`src/rtl/b64c_pkg.sv`:
```
`timescale 1ns / 1ps

package b64c_pkg;

    localparam logic [7:0] CHAR_PAD = 8'h3D;   // '='
    localparam logic [7:0] CHAR_PLUS = 8'h2B;  // '+'
    localparam logic [7:0] CHAR_SLASH = 8'h2F; // '/'

    // register index of the direction register
    localparam logic REG_DIRECTION = 1'b0;

    localparam logic DIR_ENCODE = 1'b0;
    localparam logic DIR_DECODE = 1'b1;

    // one group's worth of results; data[0] leaves first
    typedef struct packed {
        logic [3:0][7:0] data;
        logic [2:0]      count;
        logic            last;
    } b64c_job_t;

    function automatic logic [7:0] enc_char(input logic [5:0] v);
        logic [7:0] r;
        if (v < 6'd26) begin
            r = 8'h41 + {2'b00, v};
        end else if (v < 6'd52) begin
            r = 8'h61 + {2'b00, v - 6'd26};
        end else if (v < 6'd62) begin
            r = 8'h30 + {2'b00, v - 6'd52};
        end else if (v == 6'd62) begin
            r = CHAR_PLUS;
        end else begin
            r = CHAR_SLASH;
        end
        return r;
    endfunction

    // characters outside the alphabet map to zero
    function automatic logic [5:0] dec_char(input logic [7:0] c);
        logic [5:0] r;
        if (c >= 8'h41 && c <= 8'h5A) begin
            r = 6'(c - 8'h41);
        end else if (c >= 8'h61 && c <= 8'h7A) begin
            r = 6'(c - 8'h61 + 8'd26);
        end else if (c >= 8'h30 && c <= 8'h39) begin
            r = 6'(c - 8'h30 + 8'd52);
        end else if (c == CHAR_PLUS) begin
            r = 6'd62;
        end else if (c == CHAR_SLASH) begin
            r = 6'd63;
        end else begin
            r = 6'd0;
        end
        return r;
    endfunction

endpackage

```
`src/rtl/b64c_front.sv`:
```
`timescale 1ns / 1ps

// Group assembly: gathers items into groups and hands finished groups on as jobs.
module b64c_front (
    input  logic                aclk,
    input  logic                aresetn,
    input  logic                direction,
    input  logic                cfg_clear,
    input  logic                in_fire,
    input  logic [7:0]          in_byte,
    input  logic                in_last,
    output logic                job_push,
    output b64c_pkg::b64c_job_t job
);

    logic [1:0]  phase_reg, phase_next;
    logic [17:0] accum_reg, accum_next;
    logic        pad_reg, pad_next;

    logic [15:0] acc16;
    logic [23:0] v24;
    logic [5:0]  sext;
    logic        is_pad;

    always_comb begin
        phase_next = phase_reg;
        accum_next = accum_reg;
        pad_next   = pad_reg;
        job_push   = 1'b0;
        job        = '0;
        acc16      = {accum_reg[7:0], in_byte};
        v24        = '0;
        sext       = b64c_pkg::dec_char(in_byte);
        is_pad     = (in_byte == b64c_pkg::CHAR_PAD);

        if (in_fire) begin
            if (direction == b64c_pkg::DIR_ENCODE) begin
                if (!phase_reg[1]) begin
                    accum_next = {2'b00, acc16};
                    phase_next = phase_reg + 2'd1;
                    if (in_last) begin
                        // short group: pad out to four characters
                        v24 = (phase_reg == 2'd0) ? {acc16[7:0], 16'h0000}
                                                  : {acc16, 8'h00};
                        job.data[0] = b64c_pkg::enc_char(v24[23:18]);
                        job.data[1] = b64c_pkg::enc_char(v24[17:12]);
                        job.data[2] = (phase_reg == 2'd0) ? b64c_pkg::CHAR_PAD
                                                          : b64c_pkg::enc_char(v24[11:6]);
                        job.data[3] = b64c_pkg::CHAR_PAD;
                        job.count   = 3'd4;
                        job.last    = 1'b1;
                        job_push    = 1'b1;
                    end
                end else begin
                    v24 = {accum_reg[15:0], in_byte};
                    job.data[0] = b64c_pkg::enc_char(v24[23:18]);
                    job.data[1] = b64c_pkg::enc_char(v24[17:12]);
                    job.data[2] = b64c_pkg::enc_char(v24[11:6]);
                    job.data[3] = b64c_pkg::enc_char(v24[5:0]);
                    job.count   = 3'd4;
                    job.last    = in_last;
                    job_push    = 1'b1;
                    phase_next  = 2'd0;
                    accum_next  = '0;
                end
            end else begin
                if (phase_reg != 2'd3) begin
                    if (phase_reg == 2'd2 && is_pad) begin
                        pad_next = 1'b1;
                        sext     = 6'd0;
                    end
                    accum_next = {accum_reg[11:0], sext};
                    phase_next = phase_reg + 2'd1;
                end else begin
                    v24 = {accum_reg, 6'd0};
                    if (pad_reg) begin
                        job.count = 3'd1;
                    end else if (is_pad) begin
                        job.count = 3'd2;
                    end else begin
                        v24[5:0]  = sext;
                        job.count = 3'd3;
                    end
                    job.data[0] = v24[23:16];
                    job.data[1] = v24[15:8];
                    job.data[2] = v24[7:0];
                    job.data[3] = 8'h00;
                    job.last    = in_last;
                    job_push    = 1'b1;
                    phase_next  = 2'd0;
                    accum_next  = '0;
                    pad_next    = 1'b0;
                end
            end
            if (in_last) begin
                phase_next = 2'd0;
                accum_next = '0;
                pad_next   = 1'b0;
            end
        end

        if (cfg_clear) begin
            phase_next = 2'd0;
            accum_next = '0;
            pad_next   = 1'b0;
        end
    end

    always_ff @(posedge aclk) begin
        if (!aresetn) begin
            phase_reg <= 2'd0;
            accum_reg <= '0;
            pad_reg   <= 1'b0;
        end else begin
            phase_reg <= phase_next;
            accum_reg <= accum_next;
            pad_reg   <= pad_next;
        end
    end

endmodule

```
`src/rtl/b64c_fifo.sv`:
```
`timescale 1ns / 1ps

// Small job queue between group assembly and the output serializer.
module b64c_fifo #(
    parameter int DEPTH = 2
) (
    input  logic                aclk,
    input  logic                aresetn,
    input  logic                push,
    input  b64c_pkg::b64c_job_t push_job,
    output logic                full,
    input  logic                pop,
    output logic                empty,
    output b64c_pkg::b64c_job_t pop_job
);

    localparam int PW = (DEPTH > 1) ? $clog2(DEPTH) : 1;
    localparam int CW = $clog2(DEPTH + 1);

    b64c_pkg::b64c_job_t mem_reg [DEPTH];
    logic [PW-1:0] wptr_reg, wptr_next;
    logic [PW-1:0] rptr_reg, rptr_next;
    logic [CW-1:0] count_reg, count_next;
    logic          do_push, do_pop;

    assign full    = (count_reg == CW'(DEPTH));
    assign empty   = (count_reg == '0);
    assign pop_job = mem_reg[rptr_reg];
    assign do_push = push && !full;
    assign do_pop  = pop && !empty;

    always_comb begin
        wptr_next  = wptr_reg;
        rptr_next  = rptr_reg;
        count_next = count_reg;
        if (do_push) begin
            wptr_next = (wptr_reg == PW'(DEPTH - 1)) ? '0 : wptr_reg + PW'(1);
        end
        if (do_pop) begin
            rptr_next = (rptr_reg == PW'(DEPTH - 1)) ? '0 : rptr_reg + PW'(1);
        end
        if (do_push && !do_pop) begin
            count_next = count_reg + CW'(1);
        end else if (do_pop && !do_push) begin
            count_next = count_reg - CW'(1);
        end
    end

    always_ff @(posedge aclk) begin
        if (!aresetn) begin
            wptr_reg  <= '0;
            rptr_reg  <= '0;
            count_reg <= '0;
        end else begin
            wptr_reg  <= wptr_next;
            rptr_reg  <= rptr_next;
            count_reg <= count_next;
        end
    end

    always_ff @(posedge aclk) begin
        if (do_push) begin
            mem_reg[wptr_reg] <= push_job;
        end
    end

endmodule

```
`src/rtl/b64c_back.sv`:
```
`timescale 1ns / 1ps

// Serializer: unloads one job at a time, one byte per cycle while m_ready allows, into the output register.
module b64c_back (
    input  logic                aclk,
    input  logic                aresetn,
    input  logic                job_empty,
    input  b64c_pkg::b64c_job_t job,
    output logic                job_pop,
    output logic                m_valid,
    input  logic                m_ready,
    output logic [7:0]          m_out_byte,
    output logic                m_out_last
);

    logic [3:0][7:0] cur_data_reg, cur_data_next;
    logic [2:0]      cur_cnt_reg, cur_cnt_next;
    logic            cur_last_reg, cur_last_next;
    logic            m_valid_reg, m_valid_next;
    logic [7:0]      m_byte_reg, m_byte_next;
    logic            m_last_reg, m_last_next;
    logic            out_load, emit;

    assign out_load = !m_valid_reg || m_ready;
    assign emit     = out_load && (cur_cnt_reg != 3'd0);
    // refill as soon as the held job is gone or leaves its final byte now
    assign job_pop  = !job_empty && ((cur_cnt_reg == 3'd0) || (emit && cur_cnt_reg == 3'd1));

    always_comb begin
        cur_data_next = cur_data_reg;
        cur_cnt_next  = cur_cnt_reg;
        cur_last_next = cur_last_reg;
        m_valid_next  = m_valid_reg;
        m_byte_next   = m_byte_reg;
        m_last_next   = m_last_reg;

        if (out_load) begin
            m_valid_next = emit;
        end
        if (emit) begin
            m_byte_next   = cur_data_reg[0];
            m_last_next   = cur_last_reg && (cur_cnt_reg == 3'd1);
            cur_data_next = {8'h00, cur_data_reg[3:1]};
            cur_cnt_next  = cur_cnt_reg - 3'd1;
        end
        if (job_pop) begin
            cur_data_next = job.data;
            cur_cnt_next  = job.count;
            cur_last_next = job.last;
        end
    end

    always_ff @(posedge aclk) begin
        if (!aresetn) begin
            cur_cnt_reg <= 3'd0;
            m_valid_reg <= 1'b0;
        end else begin
            cur_cnt_reg <= cur_cnt_next;
            m_valid_reg <= m_valid_next;
        end
    end

    always_ff @(posedge aclk) begin
        cur_data_reg <= cur_data_next;
        cur_last_reg <= cur_last_next;
        m_byte_reg   <= m_byte_next;
        m_last_reg   <= m_last_next;
    end

    assign m_valid    = m_valid_reg;
    assign m_out_byte = m_byte_reg;
    assign m_out_last = m_last_reg;

endmodule

```
`src/rtl/base64_stream_codec_core.sv`:
```
`timescale 1ns / 1ps

// Streaming Base64 codec (standard alphabet, '+' and '/', '=' padding). The direction
// register at byte address 0 (bit 0: 0 encode, 1 decode) selects the mode; writing it
// also drops any partly gathered group, so write it only with the stream idle. In
// encode mode every three bytes yield four characters, and a request flagged last
// with one or two bytes pending yields a padded quad. In decode mode every four
// characters yield three bytes, or fewer when '=' sits in the third or fourth place;
// characters outside the alphabet count as zero, and an unfinished group at the end
// of a stream is silently dropped (that stream then carries no last flag). The input
// side takes one request per cycle while the job queue has room; the output side
// sends one byte per cycle from a registered output while m_ready is high. Encoding
// is bounded by the output channel, as three input bytes make four characters;
// decoding sustains one character per cycle. A result reaches m_valid through the
// job queue, the serializer's held job and the output register.
module base64_stream_codec_core #(
    parameter int QUEUE_DEPTH = 2
) (
    input  logic        aclk,
    input  logic        aresetn,
    // input requests
    input  logic        s_valid,
    output logic        s_ready,
    input  logic [7:0]  s_in_byte,
    input  logic        s_in_last,
    // results
    output logic        m_valid,
    input  logic        m_ready,
    output logic [7:0]  m_out_byte,
    output logic        m_out_last,
    // configuration
    input  logic        psel,
    input  logic        penable,
    input  logic        pwrite,
    input  logic [2:0]  paddr,
    input  logic [31:0] pwdata,
    output logic [31:0] prdata,
    output logic        pready
);

    logic direction_reg, direction_next;
    logic cfg_write;
    logic in_fire;
    logic fifo_full, fifo_empty;
    logic job_push, job_pop;
    b64c_pkg::b64c_job_t front_job, queue_job;

    // APB: zero wait states, paddr[2] picks the register word
    assign pready    = 1'b1;
    assign cfg_write = psel && penable && pwrite && pready
                       && (paddr[2] == b64c_pkg::REG_DIRECTION);
    assign prdata    = (paddr[2] == b64c_pkg::REG_DIRECTION) ? {31'd0, direction_reg}
                                                             : 32'd0;

    always_comb begin
        direction_next = direction_reg;
        if (cfg_write) begin
            direction_next = pwdata[0];
        end
    end

    always_ff @(posedge aclk) begin
        if (!aresetn) begin
            direction_reg <= b64c_pkg::DIR_ENCODE;
        end else begin
            direction_reg <= direction_next;
        end
    end

    // front end is never blocked by the output side except through the queue
    assign s_ready = !fifo_full;
    assign in_fire = s_valid && s_ready;

    b64c_front u_front (
        .aclk      (aclk),
        .aresetn   (aresetn),
        .direction (direction_reg),
        .cfg_clear (cfg_write),
        .in_fire   (in_fire),
        .in_byte   (s_in_byte),
        .in_last   (s_in_last),
        .job_push  (job_push),
        .job       (front_job)
    );

    b64c_fifo #(
        .DEPTH (QUEUE_DEPTH)
    ) u_fifo (
        .aclk     (aclk),
        .aresetn  (aresetn),
        .push     (job_push),
        .push_job (front_job),
        .full     (fifo_full),
        .pop      (job_pop),
        .empty    (fifo_empty),
        .pop_job  (queue_job)
    );

    b64c_back u_back (
        .aclk       (aclk),
        .aresetn    (aresetn),
        .job_empty  (fifo_empty),
        .job        (queue_job),
        .job_pop    (job_pop),
        .m_valid    (m_valid),
        .m_ready    (m_ready),
        .m_out_byte (m_out_byte),
        .m_out_last (m_out_last)
    );

endmodule

```
`config.mk`:
```
export PLATFORM = sky130hd
export DESIGN_NAME = base64_stream_codec_core
export DESIGN_NICKNAME = d
export VERILOG_FILES = /design/src/rtl/b64c_pkg.sv /design/src/rtl/b64c_front.sv /design/src/rtl/b64c_fifo.sv /design/src/rtl/b64c_back.sv /design/src/rtl/base64_stream_codec_core.sv
export SDC_FILE = /design/constraint.sdc
export NUM_CORES = 1
export LEC_CHECK = 0
export BUFFER_PORTS_ARGS = -buffer_cell sky130_fd_sc_hd__buf_2
export CAP_MARGIN = 20
export CORE_AREA = 3 3 134 136
export CTS_BUF_LIST = sky130_fd_sc_hd__clkbuf_8
export DETAILED_ROUTE_END_ITERATION = 10
export DIE_AREA = 0 0 137 139
export PLACE_DENSITY = 0.81
export SYNTH_ARGS = -nofsm -noshare
export SYNTH_HDL_FRONTEND = slang
export SYNTH_SLANG_ARGS = --single-unit
```
`constraint.sdc`:
```
create_clock -name aclk -period 4.6 [get_ports aclk]
set_input_delay 0.92 -clock aclk [delete_from_list [all_inputs] [get_ports aclk]]
set_output_delay 0.92 -clock aclk [all_outputs]
set_load 0.01 [all_outputs]
```
# After elaboration in Yosys (flattened, before gate mapping)
# Memories as Yosys holds them, arrays and structs flattened. A register that Yosys moved wholly into a read port is not among the register bits.
# Index checks and enable logic that the tools add are counted.
# classes
n_addsub	46
order_cmp	27
eq_ne	15
mux	75
bitwise	2
reduce_logical	32
# op_table
operator	count
2-to-1 mux 8 bit	22
adder 7 x 6 -> 8 bit, first input constant	14
2-to-1 mux 36 bit	3
less-than comparator 6 bit, second input constant	14
2-to-1 mux 32 bit	2
2-to-1 mux 18 bit	3
subtractor 6 bit, second input constant	9
adder 6 x 6 -> 7 bit, first input constant	7
2-to-1 mux 6 bit	8
== test 6 bit, second input constant	7
less-than comparator 6 x 5 -> 1 bit, second input constant	7
subtractor 6 x 5 -> 6 bit, second input constant	7
2-to-1 mux 34 bit	1
2-to-1 mux 3 bit	10
2-to-1 mux 28 bit	1
== test 8 x 6 -> 1 bit, second input constant	3
2-to-1 mux 24 bit	1
2-to-1 mux 1 bit	17
>= comparator 8 x 7 -> 1 bit, second input constant	2
less-or-equal comparator 8 x 7 -> 1 bit, second input constant	2
logical AND 1 bit	16
2-to-1 mux 16 bit	1
2-to-1 mux 2 bit	6
>= comparator 8 x 6 -> 1 bit, second input constant	1
21 further kinds	33
# totals
register_bits	72
mem_bits_rw	72
in_bits	51
output_inout_bits	44
memories	1
# memory_table
name	words	width	read_ports	rd_clocked_by_memory_dff	wr	line_no	source
u_fifo.mem_reg	2	36	1	1	1	b64c_fifo.sv:20	b64c_pkg::b64c_job_t mem_reg [DEPTH];

# Depth between registers and ports, before layout
# Gate-level depths: netlist of run 1.
# logic_depth
word_depth	12
depth_mapped	15
depth_no_buf	11

# Cells and area by module
# A second synthesis of run 1 with hierarchy kept.
# unflattened
cells_unflattened	1044
area_unflattened_um2	10516.3
# by_module_without_submodules
mod	instances	cells_per_inst	area_per_inst_um2
b64c_front	1	751	5445.2
b64c_fifo	1	137	2829.0
b64c_back	1	114	1926.8
base64_stream_codec_core	1	42	315.3

# Least setup slack after synthesis of run 1
# OpenSTA, ideal clock, no wires.
# synth_path
path_kind	input port to flip-flop
startpoint	in s_valid
endpoint	mem u_fifo.mem_reg[0][0] (netlist bit) (enable)
setup_ns	0.441
arrival_ns	3.209
setup_slack_ns	0.950
cell_stages	4
path_buffers	1
cell_sequence	and3_1 > buf_2 > nand2_1 > a21oi_1
# synth_between
elab_chain_cells	5
# synth_lines
item	line_no	source
start: declaration	base64_stream_codec_core.sv:22	input logic s_valid,
logical AND 1 bit	base64_stream_codec_core.sv:72	assign in_fire = s_valid && s_ready;
2-to-1 mux 1 bit	b64c_front.sv:36	if (in_fire) begin
logical AND 1 bit	b64c_fifo.sv:29	assign do_push = push && !full;
2-to-1 mux 1 bit	b64c_fifo.sv:62	if (do_push) begin
2-to-1 mux 1 bit (not written as such)	b64c_fifo.sv:63	mem_reg[wptr_reg] <= push_job;
end: declaration	b64c_fifo.sv:20	
# Every way passes these cells.

==> summary.txt, run 1 <==
GRT
  • GRT Overall Usage: 0.260
  • First-pass GRT wire length: ~39000 um
  • Initial antenna violation count: 0
  • Largest net degree at the start of global routing: 39
  • Vias in the first global route: 7344
  • GRT overflow: 0

Drt
  • Drt drc: 0
  • Wirelength per Cell: 19.0 um
  • Drt pass-1 iters: 6
  • Final ANT Viol Nets: 0
  • Final WL: 24600 um
  • Starting DRT DRC Count: between 1000 and 1500
  • Via count: slightly above 8000
  • Routed vias/inst: roughly 6.3

Placed design
  • Cell total after placement: 1262
  • DPL Wire Length: 17500 um
  • Final RePlAce weighted congestion: 0.972
  • IO buf count: 29

Final layout
  • Max reg flops: 72
  • Area Growth Syn to Fin: 5.57%
  • Share of layout cells above drive strength 1: 0.0907
  • Final design utilization: 0.620
  • Non-filler cells, final: 1295
  • Final antenna diode count: 0
  • Fin nets: 1176

Critical path
  • Reg2reg end: u_fifo.mem_reg[1][11]$_DFFE_PP_
  • Data required time of the critical path: between 4 and 5 ns
  • Crit path launch: u_front.phase_reg[1]$_SDFFE_PP0P_
  • Crit. End Element: flop
  • Crit Path Category: reg -> reg
  • Worst R2R Setup Slack: 0.79 ns
  • RR Startpoint: u_front.phase_reg[1]$_SDFFE_PP0P_
  • Startpoint class of the critical path: flop
  • Worst r2r path cells: 10
  • Max FO, Critical Path: 23
  • Worst path arrival time: 3.99 ns

Clock network
  • CTS hold repair buffers: 0
  • # resized after CTS: 0
  • CTS Sinks: 145
  • CTS Buffer Depth: 2
  • Clock root buffer: clkbuf_8
  • Clock buffer count from CTS: 17
  • Worst-Skew Late Latency: between 0.4 and 0.5 ns
  • Setup Buffers After CTS: 0
  • Clk slew on worst S/H paths: 0.08 ns
  • Max H-tree Level: 4
  • CTS tree: yes

Timing
  • Fin. Hold Viols: 0
  • Final setup vio count: 0
  • RSZ-0062 raised after global routing: false
  • Worst-margin pin slew: 0.936 ns
  • Max frequency: between 0.2 and 0.3 GHz
  • Setup TNS Final: 0 ns
  • Crit path time final: 3.81 ns
  • Clock Skew: ~0.013 ns
  • Slew Limit Fails: 0
  • Relative slew margins: 0.376
  • Hold WS: 0.424 ns
  • Fin crit share: 0.829

Floorplanning
  • Row count: 48
  • Core Area: 17100 sq um
  • Ports: 95
  • Die width: 137 um
  • Starting Density: 0.587
  • Die Span Y: 139 um
  • Die ar.: 19000 sq um

Power
  • Switch Pwr: ~0.0015 W
  • Leakage: 3.99 nW
  • Sequential share of power: 0.463
  • Logic pwr share: 0.316
  • VDD IR max: 0.373 mV
  • Clock power share: 0.221
  • Switching share of total power: 0.357
  • Power Density: 408 nW/um^2
  • Int Pwr: 0.00277 W

Synth
  • Syn avg cell area: 9.43 sq um
  • Most common flop cell mapped by yosys: edfxtp_1
  • Cells after Synth: 1062
  • Post-Syn Area: 10000 sq um
  • Syn. warnings: 0
  • Ys async rst share: 0
  • Post-synth EDFFs: ~110
  • Synth cell types: 75
  • Register bit total from synthesis: 145
  • Sequential share of the synthesized area: 0.404

Worst hold path
  • Hold Path End: u_back.m_out_byte[4]$_DFFE_PP_
  • Worst min-delay path class: reg -> reg
  • Hold path startpoint: u_back.cur_data_reg[4]$_DFFE_PP_
  • Min-Delay Path Depth: 0

Outcome
  • Status: finished clean

Flow run
  • Max-cap viol count: 0
-- per-stage QoR --
| step | instance area (sq um) | power, W | setup WS, ns |
|---|---|---|---|
| 3_3_place_gp | 10200 | 0.00329 | 0.858 |
| 3_5_place_dp | 10200 | 0.00337 | 0.849 |
| 2_1_floorplan | 10100 | 0.00297 | 0.950 |
| 6_report | 10600 | 0.00431 | 0.789 |
| 5_1_grt | 10600 | 0.00458 | 0.629 |
| 4_1_cts | 10600 | 0.00432 | 0.926 |
-- cell usage after synthesis (all sizes together) (25+ instances only) --
master    n  area share
clkbuf   42       0.016
inv      45       0.017
mux2i    47       0.048
nand3    27       0.013
dfxtp    31       0.062
nor2     76       0.028
o21ai    87       0.044
buf      57       0.036
edfxtp  114        0.34
nand2    97       0.036
ha       68       0.085
a21oi    56       0.028
xor2     25       0.022
xnor2    33       0.029
-- how the worst max path moves through the flow --
stage,endpoint,cells past startpoint
CTS,u_fifo.mem_reg[1][18]$_DFFE_PP_,11
detailed placement,u_fifo.mem_reg[1][24]$_DFFE_PP_,9
floorplan,u_fifo.mem_reg[0][0]$_DFFE_PP_,4
finish,u_fifo.mem_reg[1][11]$_DFFE_PP_,10
global route,u_fifo.mem_reg[0][18]$_DFFE_PP_,11
global placement,u_fifo.mem_reg[0][25]$_DFFE_PP_,8
-- per-layer routing --
layer,share of wire,global-route usage,wire length (um)
met1,0.43,0.370,10500
met2,0.48,0.415,11800
met3,0.080,0.0497,1970
met4,0.015,0.0551,360
met5,0,0,0
-- cell usage in the layout (no fill, tap or decap), drive strengths merged, types with 8 or more instances in the layout --
cell and count:
a22oi 11, inv 51, nor3 18, and2 8, a211oi 14, nand3 27, o211ai 18, nor2b 9
o21ai 87, buf 45, conb 32, edfxtp 114, ha 68, nand4 8, nand3b 11, xor2 25
xnor2 33, a21oi 56, o22ai 8, and3 8, mux2i 47, a222oi 10, nor2 76, a31oi 16
nand2b 16, dfxtp 31, clkbuf 17, nand2 97
-- critical path, cell delays in order (launching register included) --
cell	delay, ns
dfxtp_1	0.32
inv_1	0.31
ha_1	0.86
mux2_2	0.50
inv_1	0.15
ha_1	0.20
and2_1	0.21
o32ai_1	0.14
nor3_1	0.28
nor3_1	0.12
a211oi_1	0.45
-- power groups by stage --
stage          logic, W  clock network (W)  registers (W)
2_1_floorplan  0.000978                  0        0.00199
5_1_grt         0.00152            0.00103        0.00203
3_5_place_dp    0.00132                  0        0.00205
4_1_cts         0.00132           0.000974        0.00202
3_3_place_gp    0.00126                  0        0.00203
6_report        0.00136           0.000954        0.00200
-- area by class of cell --
type | count | area, sq um
clock inverter | 15 | 153
timing repair buffer | 45 | 278
clock buffer | 17 | 234
sequential | 145 | 4050
fill | 1410 | 6480
tap | 225 | 282
multi-input combinational | 803 | 5420
inverter | 45 | 169
-- kinds of logic after synthesis --
logic type / synth area share
simple gates: 0.143
compound gates: 0.194
flops: 0.404
buf+inv: 0.0688
fa+ha+maj: 0.0849
xor+xnor: 0.0507
mux: 0.0538
other cells: 0.000750
Note: power is estimated with default switching activity, not from simulation.
==> inputs of run 2 (changes only) <==
- clock period: 4.6 -> 3.55 ns (I/O delays scaled with it)
==> summary.txt, run 2 (synthesis gave the netlist of run 1 again) <==
Floorplanning
  • Core Area: 17100 sq um (unchanged)
  • Row count: 48 (unchanged)
  • Starting Density: 0.587 (unchanged)
  • Die Span Y: 139 um (unchanged)
  • Ports: 95 (unchanged)
  • Die ar.: 19000 sq um (unchanged)
  • Die width: 137 um (unchanged)

Drt
  • Routed vias/inst: 6.17 (-1.4%)
  • Wirelength per Cell: 18.5 um (-2.7%)
  • Drt pass-1 iters: 9 (+3)
  • Starting DRT DRC Count: 1148 (-2.5%)
  • Via count: 8124 (+0.32%)
  • Final ANT Viol Nets: 0 (unchanged)
  • Final WL: 24400 um (-1.0%)
  • Drt drc: 0 (unchanged)

Power
  • Leakage: 4.08 nW (+2.2%)
  • Power Density: 517 nW/um^2 (+27%)
  • VDD IR max: 0.516 mV (+38%)

GRT
  • GRT Overall Usage: 0.257 (-0.00265)
  • First-pass GRT wire length: 39000 um (-0.86%)
  • Initial antenna violation count: 0 (unchanged)
  • Vias in the first global route: 7480 (+1.9%)
  • GRT overflow: 0 (unchanged)
  • Largest net degree at the start of global routing: 54 (+38%)

Final layout
  • Max reg flops: 72 (unchanged)
  • Fin nets: 1198 (+1.9%)
  • Share of layout cells above drive strength 1: 0.108 (+0.0174)
  • Final design utilization: 0.630 (+0.00954)
  • Design area: 10700 sq um (+1.5%)
  • Most frequent cells in the layout: edfxtp_1, nand2_1, o21ai_0, nor2_1, ha_1
  • Final antenna diode count: 0 (unchanged)
  • Area Growth Syn to Fin: 7.19%
  • Commonest non-fill, non-tap cell in the layout: edfxtp_1

Clock network
  • CTS Sinks: 145 (unchanged)
  • Clk slew on worst S/H paths: 0.08 ns (about the same)
  • # resized after CTS: 0 (unchanged)
  • CTS hold repair buffers: 0 (unchanged)
  • Setup Buffers After CTS: 0 (unchanged)
  • CTS Buffer Depth: 2 (unchanged)
  • Max H-tree Level: 4 (unchanged)
  • Worst-Skew Late Latency: 0.45 ns (about the same)
  • Clock root buffer: clkbuf_8
  • CTS tree: yes
  • Clock buffer count from CTS: 17 (unchanged)

Critical path
  • Data required time of the critical path: 3.85 ns (-0.93 ns)
  • Crit Path Category: reg -> reg
  • Crit. End Element: flop
  • Crit-path slowest cell: o21ai_0
  • Worst path arrival time: 3.51 ns (-0.48 ns)
  • CP peak stage delay: 0.51 ns (-0.35 ns)
  • Startpoint class of the critical path: flop
  • Worst path cell trace: inv_1 -> ha_1 -> buf_4 -> o21ai_0 -> o21ai_0 -> ha_1 -> a31oi_1 -> a21oi_1 -> o41ai_1 -> a22o_1
  • Max FO, Critical Path: 15 (-35%)

Placed design
  • DPL Wire Length: 17600 um (+0.54%)
  • Final RePlAce weighted congestion: 0.965 (-0.77%)
  • DP Area: 10400 sq um (+1.8%)
  • IO buf count: 29 (unchanged)

Outcome
  • Status: finished clean

Flow run
  • Max-cap viol count: 0 (unchanged)

Timing
  • Relative slew margins: 0.259 (-0.117)
  • Worst-margin pin slew: 1.11 ns (+0.176 ns)
  • Slew Limit Fails: 0 (unchanged)
  • Crit path time final: 3.21 ns (-0.604 ns)
  • Clock Skew: 0.0153 ns (+0.00241 ns)
  • RSZ-0062 raised after global routing: false
  • Fin. Hold Viols: 0 (unchanged)
  • Max frequency: 0.312 GHz (+19%)
  • Final setup vio count: 0 (unchanged)
  • Fin crit share: 0.903 (+0.0749)
  • Setup TNS Final: 0 ns (unchanged)

Worst hold path
  • Worst min-delay path class: reg -> reg
[run 2: cell types whose count changed in the layout (fill, tap and decap cells not counted), sizes merged]
cell / delta
buf: +22
clkinvlp: +6
clkbuf: +3
clkinv: -6
inv: -3
[run 2: layout make-up]
class                           instances  area, sq um
Clock buffer                           20          275
Clock inverter                         12          109
Timing Repair Buffer                   67          443
Multi-Input combinational cell        803         5420
Tap cell                              225          282
Fill cell                            1409         6320
Sequential cell                       145         4050
Inverter                               45          169
[run 2: critical path, delay by kind of cell, from the launching register on]
family / cells / cell delay (ns)
AOI/OAI and AO/OA: 6 / 1.60
buffers and inverters: 2 / 0.37
adders and majority gates: 2 / 0.67
DFF: 1 / 0.43
[run 2: metrics by stage]
step,total power [W],hold WS (ns),cells,worst slack [ns]
floorplan,0.00384,0.400,1092,0.110
global placement,0.00428,0.400,1285,0.369
detailed placement,0.00436,0.407,1285,0.326
CTS,0.00557,0.419,1317,0.432
global route,0.00589,0.429,1317,0.203
finish,0.00555,0.416,1317,0.343
[run 2: path summary, 6_finish.rpt]
path                                     startpoint                               to  slack (ns)  cells after the start
setup / recovery  u_front.phase_reg[0]$_SDFFE_PP0P_  u_fifo.mem_reg[1][17]$_DFFE_PP_        0.34                     10
hold reg to reg    u_back.cur_data_reg[7]$_DFFE_PP_   u_back.m_out_byte[7]$_DFFE_PP_        0.42                      0
hold / removal     u_back.cur_data_reg[7]$_DFFE_PP_   u_back.m_out_byte[7]$_DFFE_PP_        0.42                      0
setup reg to reg  u_front.phase_reg[0]$_SDFFE_PP0P_  u_fifo.mem_reg[1][17]$_DFFE_PP_        0.34                     10
[run 2: where the power goes]
part           switching (W)  internal (W)
clock               0.000613      0.000608
combinational        0.00110      0.000625
sequential          0.000201       0.00241
[run 2: layer usage]
layer	global-route usage	vias to the layer above	routed length [um]
met1	0.364	3779	10400
li1	-	3882	-
met3	0.0501	50	2110
met2	0.401	413	11300
met4	0.0772	0	579
met5	0	-	0
